**src/hdl/aeba_pkg.sv**
```systemverilog
`timescale 1ns / 1ps
// ----------------------------------------------------------------------------
// Alternating-end block allocator package
// Shared sizes, result status codes and the used-map command bundle.
// ----------------------------------------------------------------------------
package aeba_pkg;

   localparam int NUM_BLOCKS = 64;
   localparam int IDX_W      = $clog2(NUM_BLOCKS);
   localparam int CNT_W      = IDX_W + 1;
   localparam int TOTAL_W    = 7;
   localparam int NEED_W     = 8;
   localparam int STATUS_W   = 2;

   localparam logic [STATUS_W-1:0] STATUS_OK   = 2'd0;
   localparam logic [STATUS_W-1:0] STATUS_ZERO = 2'd1;
   localparam logic [STATUS_W-1:0] STATUS_FAIL = 2'd2;

   // Commands from the sequencer to the used-block map.
   typedef struct packed {
      logic             set;
      logic             clear;
      logic             clear_all;
      logic [IDX_W-1:0] wr_idx;
   } map_cmd_type;

   // Blocks actually in use: the register value capped at the disk size.
   function automatic logic [CNT_W-1:0] eff_total(input logic [TOTAL_W-1:0] total);
      logic [CNT_W-1:0] result;
      if (total > TOTAL_W'(NUM_BLOCKS)) begin
         result = CNT_W'(NUM_BLOCKS);
      end else begin
         result = CNT_W'(total);
      end
      return result;
   endfunction

endpackage

```
**src/hdl/aeba_used_map.sv**
```systemverilog
`timescale 1ns / 1ps
// ----------------------------------------------------------------------------
// Used-block map
// One flag per disk block with a single read port, a set/clear write port and
// a clear of the whole map.
// ----------------------------------------------------------------------------
module aeba_used_map
   import aeba_pkg::*;
(
   input  logic             clock,
   input  logic             reset,
   input  map_cmd_type      cmd,
   input  logic [IDX_W-1:0] rd_idx,
   output logic             rd_used
);

   logic [NUM_BLOCKS-1:0] used_ff;
   logic [NUM_BLOCKS-1:0] used_in;

   always_comb begin
      used_in = used_ff;
      if (cmd.clear_all) begin
         used_in = '0;
      end else if (cmd.set) begin
         used_in[cmd.wr_idx] = 1'b1;
      end else if (cmd.clear) begin
         used_in[cmd.wr_idx] = 1'b0;
      end
   end

   always_ff @(posedge clock) begin
      if (reset) begin
         used_ff <= '0;
      end else begin
         used_ff <= used_in;
      end
   end

   assign rd_used = used_ff[rd_idx];

endmodule

```
**src/hdl/alternating_end_block_allocator_top.sv**
```systemverilog
`timescale 1ns / 1ps
// ----------------------------------------------------------------------------
// Alternating-end block allocator
// Allocates a chain of disk blocks per request, taking blocks alternately from
// the low and the high end of the free space, and streams the chain out.
// ----------------------------------------------------------------------------
// Operation: after a request is accepted, each block is found by a pointer
//   scan that steps over used blocks and is then taken; once the ends have
//   crossed, a lowest-free scan over the first total_blocks blocks is used
//   instead, and the request fails when that scan finds nothing.
//   The used map is read through one port, once per cycle.
// Each OK result passes through a chain memory read, a load and the handshake;
//   a failure first frees the taken blocks, each with a read and a clear.
//   A finish state after the final result returns the sequencer to idle.
// Throughput: one request at a time; req_tready is high only while idle.
// Reset: synchronous, active high; the map is cleared, the pointers and the
//   alternation flag take their start values and total_blocks becomes 64.
// ----------------------------------------------------------------------------
module alternating_end_block_allocator_top
   import aeba_pkg::*;
(
   input  logic               clock,
   input  logic               reset,
   // Request channel.
   input  logic               req_tvalid,
   output logic               req_tready,
   input  logic [7:0]         req_tdata,   // [7:0] blocks_needed
   input  logic               req_tlast,   // last_request
   // Result channel.
   output logic               rsp_tvalid,
   input  logic               rsp_tready,
   output logic [7:0]         rsp_tdata,   // [5:0] block_index, [7:6] zero
   output logic [1:0]         rsp_tuser,   // [1:0] status
   output logic               rsp_tlast,   // last_result
   // Configuration: total_blocks.
   input  logic               csr_we,
   input  logic [TOTAL_W-1:0] csr_wdata
);

   // Sequencer states.
   localparam logic [3:0] S_IDLE    = 4'd0;
   localparam logic [3:0] S_TURN    = 4'd1;
   localparam logic [3:0] S_FALL    = 4'd2;
   localparam logic [3:0] S_TAKE    = 4'd3;
   localparam logic [3:0] S_FREE_RD = 4'd4;
   localparam logic [3:0] S_FREE_CL = 4'd5;
   localparam logic [3:0] S_EMIT_RD = 4'd6;
   localparam logic [3:0] S_EMIT_LD = 4'd7;
   localparam logic [3:0] S_RESP    = 4'd8;
   localparam logic [3:0] S_FINISH  = 4'd9;

   logic [3:0]          state_ff, state_in;
   logic [TOTAL_W-1:0]  total_ff, total_in;
   // The left pointer and the right pointer plus one; the ends have not
   // crossed while left < right plus one.
   logic [CNT_W-1:0]    left_ff, left_in;
   logic [CNT_W-1:0]    rp1_ff, rp1_in;
   logic                from_left_ff, from_left_in;
   logic [NEED_W-1:0]   remain_ff, remain_in;
   logic                last_req_ff, last_req_in;
   logic [CNT_W-1:0]    taken_ff, taken_in;     // blocks in the chain so far
   logic [CNT_W-1:0]    rd_cnt_ff, rd_cnt_in;   // chain position being read
   logic [CNT_W-1:0]    fall_ff, fall_in;       // fallback scan position
   logic [IDX_W-1:0]    pick_ff, pick_in;

   logic                rsp_valid_ff, rsp_valid_in;
   logic [IDX_W-1:0]    rsp_index_ff, rsp_index_in;
   logic [STATUS_W-1:0] rsp_status_ff, rsp_status_in;
   logic                rsp_last_ff, rsp_last_in;

   // Chain memory: block numbers in allocation order.
   logic [IDX_W-1:0]    chain_mem [NUM_BLOCKS];
   logic [IDX_W-1:0]    chain_rd_ff;
   logic                chain_we;
   logic                chain_re;

   map_cmd_type         map_cmd;
   logic [IDX_W-1:0]    map_rd_idx;
   logic                map_used;

   logic [CNT_W-1:0]    tb;
   logic [CNT_W-1:0]    rp1_less;
   logic                open;

   assign tb       = eff_total(total_ff);
   assign rp1_less = rp1_ff - CNT_W'(1);
   assign open     = (left_ff < rp1_ff);

   aeba_used_map u_map (
      .clock   (clock),
      .reset   (reset),
      .cmd     (map_cmd),
      .rd_idx  (map_rd_idx),
      .rd_used (map_used)
   );

   // The single map read port serves the pointer scans and the fallback scan.
   always_comb begin
      case (state_ff)
         S_TURN: begin
            map_rd_idx = from_left_ff ? left_ff[IDX_W-1:0] : rp1_less[IDX_W-1:0];
         end
         default: begin
            map_rd_idx = fall_ff[IDX_W-1:0];
         end
      endcase
   end

   always_comb begin
      state_in      = state_ff;
      total_in      = total_ff;
      left_in       = left_ff;
      rp1_in        = rp1_ff;
      from_left_in  = from_left_ff;
      remain_in     = remain_ff;
      last_req_in   = last_req_ff;
      taken_in      = taken_ff;
      rd_cnt_in     = rd_cnt_ff;
      fall_in       = fall_ff;
      pick_in       = pick_ff;
      rsp_valid_in  = rsp_valid_ff;
      rsp_index_in  = rsp_index_ff;
      rsp_status_in = rsp_status_ff;
      rsp_last_in   = rsp_last_ff;
      chain_we      = 1'b0;
      chain_re      = 1'b0;
      map_cmd       = '0;

      case (state_ff)
         S_IDLE: begin
            if (req_tvalid) begin
               remain_in   = req_tdata;
               last_req_in = req_tlast;
               taken_in    = '0;
               if (req_tdata == '0) begin
                  rsp_valid_in  = 1'b1;
                  rsp_index_in  = '0;
                  rsp_status_in = STATUS_ZERO;
                  rsp_last_in   = 1'b1;
                  state_in      = S_RESP;
               end else begin
                  state_in = S_TURN;
               end
            end
         end

         // One scan step on the current end, or the switch to the fallback.
         S_TURN: begin
            if (!open) begin
               from_left_in = !from_left_ff;
               fall_in      = '0;
               state_in     = S_FALL;
            end else if (from_left_ff) begin
               left_in = left_ff + CNT_W'(1);
               if (!map_used) begin
                  pick_in      = left_ff[IDX_W-1:0];
                  from_left_in = 1'b0;
                  state_in     = S_TAKE;
               end
            end else begin
               rp1_in = rp1_less;
               if (!map_used) begin
                  pick_in      = rp1_less[IDX_W-1:0];
                  from_left_in = 1'b1;
                  state_in     = S_TAKE;
               end
            end
         end

         // Lowest free block of the whole disk once the ends have crossed.
         S_FALL: begin
            if (fall_ff < tb) begin
               if (!map_used) begin
                  pick_in  = fall_ff[IDX_W-1:0];
                  state_in = S_TAKE;
               end else begin
                  fall_in = fall_ff + CNT_W'(1);
               end
            end else begin
               rd_cnt_in = '0;
               state_in  = S_FREE_RD;
            end
         end

         S_TAKE: begin
            if (taken_ff == CNT_W'(NUM_BLOCKS)) begin
               rd_cnt_in = '0;
               state_in  = S_FREE_RD;
            end else begin
               map_cmd.set    = 1'b1;
               map_cmd.wr_idx = pick_ff;
               chain_we       = 1'b1;
               taken_in       = taken_ff + CNT_W'(1);
               remain_in      = remain_ff - NEED_W'(1);
               rd_cnt_in      = '0;
               state_in       = (remain_ff == NEED_W'(1)) ? S_EMIT_RD : S_TURN;
            end
         end

         // Give back every block of the failed request.
         S_FREE_RD: begin
            if (rd_cnt_ff < taken_ff) begin
               chain_re = 1'b1;
               state_in = S_FREE_CL;
            end else begin
               rsp_valid_in  = 1'b1;
               rsp_index_in  = '0;
               rsp_status_in = STATUS_FAIL;
               rsp_last_in   = 1'b1;
               state_in      = S_RESP;
            end
         end

         S_FREE_CL: begin
            map_cmd.clear  = 1'b1;
            map_cmd.wr_idx = chain_rd_ff;
            rd_cnt_in      = rd_cnt_ff + CNT_W'(1);
            state_in       = S_FREE_RD;
         end

         S_EMIT_RD: begin
            chain_re = 1'b1;
            state_in = S_EMIT_LD;
         end

         S_EMIT_LD: begin
            rsp_valid_in  = 1'b1;
            rsp_index_in  = chain_rd_ff;
            rsp_status_in = STATUS_OK;
            rsp_last_in   = ((rd_cnt_ff + CNT_W'(1)) == taken_ff);
            state_in      = S_RESP;
         end

         S_RESP: begin
            if (rsp_tready) begin
               rsp_valid_in = 1'b0;
               if (rsp_last_ff) begin
                  state_in = S_FINISH;
               end else begin
                  rd_cnt_in = rd_cnt_ff + CNT_W'(1);
                  state_in  = S_EMIT_RD;
               end
            end
         end

         S_FINISH: begin
            if (last_req_ff) begin
               map_cmd.clear_all = 1'b1;
               left_in           = '0;
               rp1_in            = tb;
               from_left_in      = 1'b1;
            end
            state_in = S_IDLE;
         end

         default: begin
            state_in = S_IDLE;
         end
      endcase

      // A register write restarts the run under the new total.
      if (csr_we) begin
         total_in          = csr_wdata;
         map_cmd.clear_all = 1'b1;
         left_in           = '0;
         rp1_in            = eff_total(csr_wdata);
         from_left_in      = 1'b1;
      end
   end

   always_ff @(posedge clock) begin
      if (reset) begin
         state_ff     <= S_IDLE;
         total_ff     <= TOTAL_W'(NUM_BLOCKS);
         left_ff      <= '0;
         rp1_ff       <= eff_total(TOTAL_W'(NUM_BLOCKS));
         from_left_ff <= 1'b1;
         rsp_valid_ff <= 1'b0;
      end else begin
         state_ff     <= state_in;
         total_ff     <= total_in;
         left_ff      <= left_in;
         rp1_ff       <= rp1_in;
         from_left_ff <= from_left_in;
         rsp_valid_ff <= rsp_valid_in;
      end
   end

   always_ff @(posedge clock) begin
      remain_ff     <= remain_in;
      last_req_ff   <= last_req_in;
      taken_ff      <= taken_in;
      rd_cnt_ff     <= rd_cnt_in;
      fall_ff       <= fall_in;
      pick_ff       <= pick_in;
      rsp_index_ff  <= rsp_index_in;
      rsp_status_ff <= rsp_status_in;
      rsp_last_ff   <= rsp_last_in;
   end

   // Chain memory with a registered read port.
   always_ff @(posedge clock) begin
      if (chain_we) begin
         chain_mem[taken_ff[IDX_W-1:0]] <= pick_ff;
      end
   end

   always_ff @(posedge clock) begin
      if (chain_re) begin
         chain_rd_ff <= chain_mem[rd_cnt_ff[IDX_W-1:0]];
      end
   end

   assign req_tready = (state_ff == S_IDLE);
   assign rsp_tvalid = rsp_valid_ff;
   assign rsp_tdata  = {2'b00, rsp_index_ff};
   assign rsp_tuser  = rsp_status_ff;
   assign rsp_tlast  = rsp_last_ff;

endmodule
```
**config.mk**
```make
export PLATFORM = sky130hd
export DESIGN_NAME = alternating_end_block_allocator_top
export DESIGN_NICKNAME = d
export VERILOG_FILES = /design/src/hdl/aeba_pkg.sv /design/src/hdl/aeba_used_map.sv /design/src/hdl/alternating_end_block_allocator_top.sv
export SDC_FILE = /design/constraint.sdc
export NUM_CORES = 1
export LEC_CHECK = 0
export BUFFER_PORTS_ARGS = -buffer_cell sky130_fd_sc_hd__buf_2
export CORE_UTILIZATION = 25
export CTS_CLUSTER_DIAMETER = 150
export DETAILED_ROUTE_END_ITERATION = 8
export GPL_TIMING_DRIVEN = 0
export PLACE_DENSITY = 0.43
export SLEW_MARGIN = 20
export SYNTH_ARGS = -nofsm -noshare
export SYNTH_HDL_FRONTEND = slang
export SYNTH_HIERARCHICAL = 1
export SYNTH_SLANG_ARGS = --single-unit
```
**constraint.sdc**
```tcl
create_clock -name clock -period 3.85 [get_ports clock]
set_clock_uncertainty 0.1 [all_clocks]
set_input_delay 0.77 -clock clock [delete_from_list [all_inputs] [get_ports clock]]
set_output_delay 0.77 -clock clock [all_outputs]
set_load 0.005 [all_outputs]
```
==> flow_metrics.tcl, run 1 <==
set metrics [dict create \
    std_cell_rows 110 \
    drtIter0Drc 1059 \
    design_area_sq_mm 0.02688 \
    period_share_pct 95.15 \
    clock.fmax_ghz 0.2730 \
    drv_slew 0 \
    slew_headroom_pct 25.69 \
    ctsHoldBuffers 0 \
    regArea_sq_mm 0.01488 \
    final_cell_mix "435 x edfxtp_1, 230 x nor2_1, 116 x mux4_2" \
    drive_gt1_share_pct 18.36 \
    synth.distinct_cells 72 \
    clk_pin_slew_worst_paths_ns 0.07 \
    initial_core_util_pct 25.40 \
    startpoint_type "register" \
    wl_per_cell_microns 21.79 \
    p_sw_share_pct 27.90 \
    yosys_warnings 6 \
    status "finished, final reports clean" \
    timing.setup.tns_ns 0 \
    fin_crit_ns 3.663 \
    htreeDepth 2 \
    worstPathArrival_ns 3.87 \
    clock_path_buffers 3 \
    worstSetupPathType "reg -> reg" \
    power.total_mw 14.88 \
    die_area_sq_mm 0.09321 \
    switching_power_mw 4.153 \
    cts_tree "built" \
    cts_buffers 57 \
    core_region_area_sq_mm 0.09056 \
    multi_input_area_sq_mm 0.007649 \
    ios 34 \
    io_buffers 30 \
    vias_per_cell 4.691 \
    hold_viol_final 0 \
    post-route-util_pct 29.68 \
    fin_cells 2864 \
    final_common_cell "edfxtp_1" \
    irDropWorstVdd_v 0.0003846 \
    power_frac_seq_pct 46.4 \
    area_growth_pct 16.87 \
    drt-total-wl_microns 62400 \
    grt_pass1_vias 13790 \
    synth_edf_count 435 \
    cp.required_ns 4.06 \
    cts_num_sinks 526 \
    gr-total-overflow 0 \
    seq_area_frac_synth_pct 64.72 \
    max-cap-violations 0 \
    place_congestion 0.8332 \
    crit_fanout 10 \
    syn_area_sq_mm 0.02300 \
    setup-violations-final 0 \
    die_w_microns 305.3 \
    internal-power_mw 10.73 \
    antenna_cells 0 \
    p_leak_nw 8.570 \
    grt.total_usage_pct 13.45 \
    grt_pass1_wl_microns 93400 \
    nets 1692 \
    synth_cells 1534 \
    combPwrFrac_pct 17.2 \
    ant_nets 0 \
    cp-end-kind "register" \
    rrSetupSlack_ns 0.19 \
    p_clk_share_pct 36.4 \
    place_hpwl_microns 43830 \
    avgSynthCellArea_sq_um 14.99 \
    dpl.cell_count 2758 \
    place_area_sq_mm 0.02493 \
    grt_max_degree 29 \
    cts_root_buf "clkbuf_16" \
    hp-class "in -> reg" \
    synthArstFlopShare_pct 0 \
    vias 13430 \
    worst_slew_pin_slew_ns 1.115 \
    synth_ff_type "edfxtp_1" \
    n_fill_cell 9027 \
    rsz0062_at_grt "no" \
    pwr_density_cell_mw_per_mm2 553.7 \
    drc 0 \
    first_pass_iters 5 \
    die_y_microns 305.3 \
    antenna_found_initial 0 \
    synth_seq_cells 526 \
    clock_latency_ns 0.65 \
]
-- area by class of cell --
| type | count | share of cell area (%) |
|---|---|---|
| flip-flops and latches | 526 | 55.38 |
| multi-input cells | 896 | 28.46 |
| clock buffers | 68 | 5.498 |
| well taps | 1176 | 5.474 |
| repair buffers | 51 | 1.760 |
| plain buffers | 83 | 1.667 |
| clock inverters | 35 | 1.364 |
| inverters | 29 | 0.4050 |
-- metal layers --
metal	up-vias	routed length, microns	share of wire [%]	track usage (%)
met5	-	0	0	0
met3	79	2553	4.1	1.941
li1	6140	-	-	-
met1	6936	29210	47	18.92
met4	0	1104	1.8	3.202
met2	279	29530	47	21.78
-- cell families (layout without fill, tap and decap cells) --
kind of cell	after synthesis	count (layout)	share of synthesized area, %
xor gates and xnor gates	30	30	1.142
and+or+nand+nor	461	461	9.140
muxes	228	228	16.80
other	1	2	0.01631
adders and majority gates	27	27	1.469
buffers and inverters	113	266	2.415
DFF	526	526	64.72
AOI/OAI and AO/OA	148	148	4.298
-- synthesized netlist by cell type, drive strengths merged (10+ instances only) --
library cell	instances	share of area, %
edfxtp	435	57
nor2	233	3.8
mux4	124	12
mux2i	104	4.5
dfxtp	91	7.9
nand2	83	1.4
clkbuf	47	0.82
nand3	41	0.91
buf	37	1.1
o21ai	36	0.78
a21oi	35	0.76
ha	27	1.5
inv	24	0.39
xnor2	22	0.84
nor3	17	0.37
a22oi	13	0.42
and2	11	0.30
or3	10	0.27
-- power groups by stage --
stage	clock network, mW	logic (mW)	registers, mW
global placement	0	1.92	7.42
global route	5.78	2.79	6.93
CTS	5.57	2.55	6.91
detailed placement	0	2.52	7.03
floorplan	0	1.32	7.11
finish	5.41	2.56	6.91
-- critical path, cell delays in order, from the launching register on --
cell	delay [ns]
dfxtp_1	0.30
buf_2	0.18
nor2_4	0.21
nand3_4	0.18
clkbuf_2	0.24
o21ai_1	0.18
buf_6	0.19
buf_12	0.16
mux4_1	0.62
mux2i_1	0.18
mux2i_1	0.12
mux2i_1	0.17
a21oi_2	0.10
buf_4	0.16
nor2_4	0.21
-- what timing repair did --
action,CTS,global route
pin swaps,1,3
gates resized for setup,10,15
setup endpoints to repair,132,138
setup buffers,1,3
-- worst paths after layout --
check | from | end | depth (start not counted)
min reg2reg | register | register | 2
max | state_ff[1]$_SDFFE_PP0P_ | pick_ff[0]$_DFFE_PP_ | 14
min | req_tlast | last_req_ff$_DFFE_PP_ | 1
max reg2reg | state_ff[1]$_SDFFE_PP0P_ | pick_ff[0]$_DFFE_PP_ | 14
-- stage by stage --
step	setup WS, ns	hold WS (ns)
floorplan	0.4964	0.3477
global placement	-0.7335	0.3654
detailed placement	-0.7356	0.3805
CTS	-0.06206	0.1710
global route	0.01551	0.1926
finish	0.1868	0.2086
(Power assumes the default switching activity.)
==> run 2: changes to the inputs <==
CAP_MARGIN = 20   (was default)
SKIP_LAST_GASP = 1   (was default)
SYNTH_HIERARCHICAL = default   (was 1)
==> flow_metrics.tcl, run 2 <==
set metrics [dict create \
    die_area_sq_mm 0.09250 \
    antenna_cells 0 \
    std_cell_rows 110 \
    die_y_microns 304.1 \
    cts_buffers 57 \
    r2r_start "state_ff[2]$_SDFFE_PP0P_" \
    hp-class "in -> reg" \
    syn_area_sq_mm 0.02282 \
    avgSynthCellArea_sq_um 14.81 \
    hold_viol_final 0 \
    crit_fanout 10 \
    htreeDepth 2 \
    timing.setup.tns_ns 0 \
    drv_slew 0 \
    post-route-util_pct 29.94 \
    drtIter0Drc 970 \
    multi_input_area_sq_mm 0.007559 \
    clock.fmax_ghz 0.2704 \
    dp_slack_ns -0.4951 \
    setup_slack_ns 0.1523 \
    synth_ff_type "edfxtp_1" \
    n_fill_cell 8929 \
    yosys.area.top_type "edfxtp_1" \
    grt_pass1_wl_microns 93380 \
    io_buffers 29 \
    vias_per_cell 4.714 \
    clock_latency_ns 0.64 \
    period_share_pct 96.04 \
    grt.total_usage_pct 13.45 \
    cp_cell_sequence "buf_6 -> or4b_4 -> buf_6 -> buf_1 -> nand2_1 -> o31ai_4 -> buf_12 -> a2111oi_0 -> nor3_1 -> nor4_4 -> buf_4 -> a31o_4" \
    rr_endpoint "fall_ff[1]$_SDFFCE_PN0P_" \
    core_region_area_sq_mm 0.09015 \
    vias 13570 \
    power.total_mw 14.18 \
    wl_per_cell_microns 21.64 \
    p_leak_nw 8.427 \
    antenna_found_initial 0 \
    max-cap-violations 0 \
    grt_max_degree 26 \
    crit_buf_inv 5 \
    synthTopCellsByArea "edfxtp_1 57%, mux4_2 13%, dfxtp_1 8.0%" \
    yosys.cell_count.top_type "edfxtp_1" \
    final_cell_mix "435 x edfxtp_1, 179 x nor2_1, 129 x mux4_2" \
    place_congestion 0.7876 \
    drt-total-wl_microns 62290 \
    synth_edf_count 435 \
    seq_area_frac_synth_pct 65.22 \
    drc 0 \
    yosysTopAreaCellShare_pct 57.24 \
    pwr_density_cell_mw_per_mm2 525.5 \
    clock_path_buffers 3 \
    worstPathArrival_ns 3.93 \
    fin_crit_ns 3.698 \
    ios 34 \
    cp-end-kind "register" \
    setup-violations-final 0 \
    area_growth_pct 18.26 \
    cts_root_buf "clkbuf_16" \
    synthTopCellsByCount "435 x edfxtp_1, 188 x nor2_1, 129 x mux4_2" \
    cts_tree "built" \
    cp.required_ns 4.08 \
    regArea_sq_mm 0.01488 \
    synthArstFlopShare_pct 0 \
    endpoint "fall_ff[1]$_SDFFCE_PN0P_" \
    drive_gt1_share_pct 19.74 \
    ff2ff_path_depth 12 \
    status "finished, final reports clean" \
    cpLargestDelayFamily "simple AND/OR/NAND/NOR gates" \
    place_hpwl_microns 43970 \
    initial_core_util_pct 25.31 \
    grt_pass1_vias 13950 \
    rsz0062_at_grt "yes" \
    synth.distinct_cells 67 \
    die_w_microns 304.1 \
    clk_pin_slew_worst_paths_ns 0.06 \
    nets 1704 \
    max_stage_delay_ns 0.53 \
    yosys_warnings 0 \
    worstSetupPathType "reg -> reg" \
    ant_nets 0 \
    crit_cells 12 \
    synth_cells 1541 \
    final_common_cell "edfxtp_1" \
    startpoint_type "register" \
    cts_num_sinks 526 \
    crit_path_frequent_cell "buf_6" \
    cpMaxStageDelayCell "or4b_4" \
    irDropWorstVdd_v 0.0003664 \
    rrSetupSlack_ns 0.15 \
    gr-total-overflow 0 \
    crit_start "state_ff[2]$_SDFFE_PP0P_" \
    synth_seq_cells 526 \
    slew_headroom_pct 19.82 \
    first_pass_iters 6 \
    worst_slew_pin_slew_ns 1.203 \
]
==> run 2: timing repair <==
item	CTS	global route
pin swaps	0	3
buffers inserted	0	6
setup endpoints to repair	110	133
hold buffers	0	0
resized for setup	24	18
==> run 2: logic make-up (layout without fill, tap and decap cells) <==
logic type | Yosys count | count (layout) | synth area share, %
AOI/OAI and AO/OA | 230 | 230 | 6.300
xor gates and xnor gates | 35 | 35 | 1.343
adders and majority gates | 27 | 27 | 1.480
buffers and inverters | 115 | 275 | 2.105
DFF | 526 | 526 | 65.22
muxes | 181 | 181 | 15.12
other | 1 | 2 | 0.01643
and+or+nand+nor | 426 | 426 | 8.411
==> run 2: worst min-delay path by stage <==
stage / from / to / slack [ns] / cells after the start
2_1_floorplan: register / register / 0.35 / 2
3_3_place_gp: rsp_tvalid$_SDFFE_PP0P_ / rsp_tvalid$_SDFFE_PP0P_ / 0.36 / 2
3_5_place_dp: rsp_tvalid$_SDFFE_PP0P_ / rsp_tvalid$_SDFFE_PP0P_ / 0.36 / 2
4_1_cts: req_tlast / last_req_ff$_DFFE_PP_ / 0.18 / 1
5_1_grt: req_tlast / last_req_ff$_DFFE_PP_ / 0.19 / 1
6_report: req_tlast / last_req_ff$_DFFE_PP_ / 0.21 / 1
==> run 2: where the power goes <==
part / switching [mW] / internal [mW] / total [mW]
logic: 1.18 / 0.763 / 1.94
clock network: 2.33 / 3.33 / 5.65
registers: 0.122 / 6.46 / 6.59
total: 3.63 / 10.6 / 14.2
==> run 2: layout make-up <==
class                   instances  area share, %
clock buffers                  77          5.786
inverters                      27         0.3755
multi-input cells             901          28.01
clock inverters                28          1.414
plain buffers                  88          1.544
repair buffers                 55          2.267
well taps                    1176          5.452
flip-flops and latches        526          55.15
==> run 2: per-stage QoR <==
| step | hold WS [ns] | std cells | instance area, sq um |
|---|---|---|---|
| floorplan | 0.3486 | 1542 | 22820 |
| global placement | 0.3558 | 2747 | 24440 |
| detailed placement | 0.3574 | 2767 | 24840 |
| CTS | 0.1814 | 2872 | 26850 |
| global route | 0.1876 | 2878 | 26990 |
| finish | 0.2146 | 2878 | 26990 |
==> run 2: routing by layer <==
metal	vias to the layer above	share of wire, %	track usage (%)
met5	-	0	0
met3	63	4.0	2.013
li1	6172	-	-
met4	0	1.5	2.810
met1	7048	45	18.28
met2	283	49	22.68
==> run 3: changes to the inputs <==
SYNTH_HIERARCHICAL = 1   (was default)
==> flow_metrics.tcl, run 3 (synthesis gave the netlist of run 1 again) <==
set metrics [dict create \
    drive_gt1_share_pct 18.36 \
    io_buffers 30 \
    clock.fmax_ghz 0.2730 \
    clock_path_buffers 3 \
    worstPathArrival_ns 3.87 \
    drv_slew 0 \
    ant_nets 0 \
    final_cell_mix "435 x edfxtp_1, 230 x nor2_1, 116 x mux4_2" \
    cts_tree "built" \
    startpoint_type "register" \
    antenna_found_initial 0 \
    dp_slack_ns -0.7356 \
    holdPathEnd "last_req_ff$_DFFE_PP_" \
    hold_depth 1 \
    setup-violations-final 0 \
    regArea_sq_mm 0.01488 \
    core_region_area_sq_mm 0.09056 \
    max_stage_delay_ns 0.62 \
    drc 0 \
    die_y_microns 305.3 \
    rsz0062_at_grt "no" \
    cts_buffers 57 \
    p_leak_nw 8.570 \
    final_common_cell "edfxtp_1" \
    htreeDepth 2 \
    fin_cells 2864 \
    n_fill_cell 9027 \
    cts_root_buf "clkbuf_16" \
    rrSetupSlack_ns 0.19 \
    die_area_sq_mm 0.09321 \
    ios 34 \
    vias_per_cell 4.691 \
    cpMaxStageDelayCell "mux4_1" \
    cp-end-kind "register" \
    slew_headroom_pct 25.69 \
    design_area_sq_mm 0.02688 \
    place_congestion 0.8332 \
    dpl.cell_count 2758 \
    drtIter0Drc 1059 \
    status "finished, final reports clean" \
    clock_latency_ns 0.65 \
    grt.total_usage_pct 13.45 \
    pwr_density_cell_mw_per_mm2 553.7 \
    place_hpwl_microns 43830 \
    rr_endpoint "pick_ff[0]$_DFFE_PP_" \
    drt-total-wl_microns 62400 \
    area_growth_pct 16.87 \
    cpLargestDelayFamily "multiplexers" \
    vias 13430 \
    crit_path_frequent_cell "mux2i_1" \
    grt_pass1_vias 13790 \
    gr-total-overflow 0 \
    period_share_pct 95.15 \
    wl_per_cell_microns 21.79 \
    grt_max_degree 29 \
    first_pass_iters 5 \
    worst_slew_pin_slew_ns 1.115 \
    ff2ff_path_depth 14 \
    cp.required_ns 4.06 \
    antenna_cells 0 \
    initial_core_util_pct 25.40 \
    grt_pass1_wl_microns 93400 \
    hold_start "req_tlast" \
    cp_cell_sequence "buf_2 -> nor2_4 -> nand3_4 -> clkbuf_2 -> o21ai_1 -> buf_6 -> buf_12 -> mux4_1 -> mux2i_1 -> mux2i_1 -> mux2i_1 -> a21oi_2 -> buf_4 -> nor2_4" \
    fin_crit_ns 3.663 \
    die_w_microns 305.3 \
    std_cell_rows 110 \
    hp-class "in -> reg" \
    irDropWorstVdd_v 0.0003846 \
    fin_hold_ws_ns 0.2086 \
    setup_slack_ns 0.1868 \
    hold_viol_final 0 \
    worstSetupPathType "reg -> reg" \
    place_area_sq_mm 0.02493 \
    crit_fanout 10 \
    nets 1692 \
    crit_buf_inv 5 \
    clk_pin_slew_worst_paths_ns 0.07 \
    multi_input_area_sq_mm 0.007649 \
    cts_num_sinks 526 \
    r2r_start "state_ff[1]$_SDFFE_PP0P_" \
    max-cap-violations 0 \
]
## run 3: power by group
part           internal, mW  total (mW)  leakage, nW  switching, mW
logic                 0.943        2.56         3.02           1.62
clock network          3.08        5.41        0.880           2.33
registers              6.70        6.91         4.67          0.203
## run 3: cell type report
cell class	instances	share of cell area, %
Clock inverter	35	1.364
Sequential cell	526	55.38
Inverter	29	0.4050
Multi-Input combinational cell	896	28.46
Buffer	83	1.667
Timing Repair Buffer	51	1.760
Clock buffer	68	5.498
Tap cell	1176	5.474
## run 3: worst max-delay path by stage
stage                               from                       end  slack, ns  cells past startpoint
6_report        state_ff[1]$_SDFFE_PP0P_      pick_ff[0]$_DFFE_PP_       0.19                     14
2_1_floorplan   state_ff[1]$_SDFFE_PP0P_      pick_ff[0]$_DFFE_PP_       0.50                     12
5_1_grt        taken_ff[1]$_SDFFCE_PN0P_                  register       0.02                     13
3_5_place_dp    state_ff[1]$_SDFFE_PP0P_  state_ff[1]$_SDFFE_PP0P_      -0.74                     15
4_1_cts         state_ff[1]$_SDFFE_PP0P_  state_ff[1]$_SDFFE_PP0P_      -0.06                     15
3_3_place_gp    state_ff[1]$_SDFFE_PP0P_  state_ff[1]$_SDFFE_PP0P_      -0.73                     15
## run 3: worst reg2reg max path, cell delays in order (launching register included)
cell      delay, ns
dfxtp_1        0.30
buf_2          0.18
nor2_4         0.21
nand3_4        0.18
clkbuf_2       0.24
o21ai_1        0.18
buf_6          0.19
buf_12         0.17
mux4_1         0.63
mux2i_1        0.18
mux2i_1        0.12
mux2i_1        0.17
a21oi_2        0.10
buf_4          0.16
nor2_4         0.21
## run 3: repair_timing
| item | CTS | global route |
|---|---|---|
| hold buffers | 0 | 0 |
| pin swaps | 1 | 3 |
| endpoints found under the setup margin | 132 | 138 |
| buffers inserted | 1 | 3 |
| gates resized for setup | 10 | 15 |
| hold endpoints to repair | 0 | 0 |
| cloned | 0 | 0 |
## run 3: through the flow
step	power [mW]	TNS [ns]	utilization (%)
floorplan	8.429	0	-
global placement	9.347	-26.88	27.19
detailed placement	9.553	-27.24	27.52
CTS	15.03	-0.6094	29.60
global route	15.49	0	29.68
finish	14.88	0	29.68
## run 3: metal layers
metal	wire [microns]	share of wire (%)	GRT usage (%)
met1	29210	47	18.92
met2	29530	47	21.78
met3	2553	4.1	1.941
met4	1104	1.8	3.202
met5	0	0	0
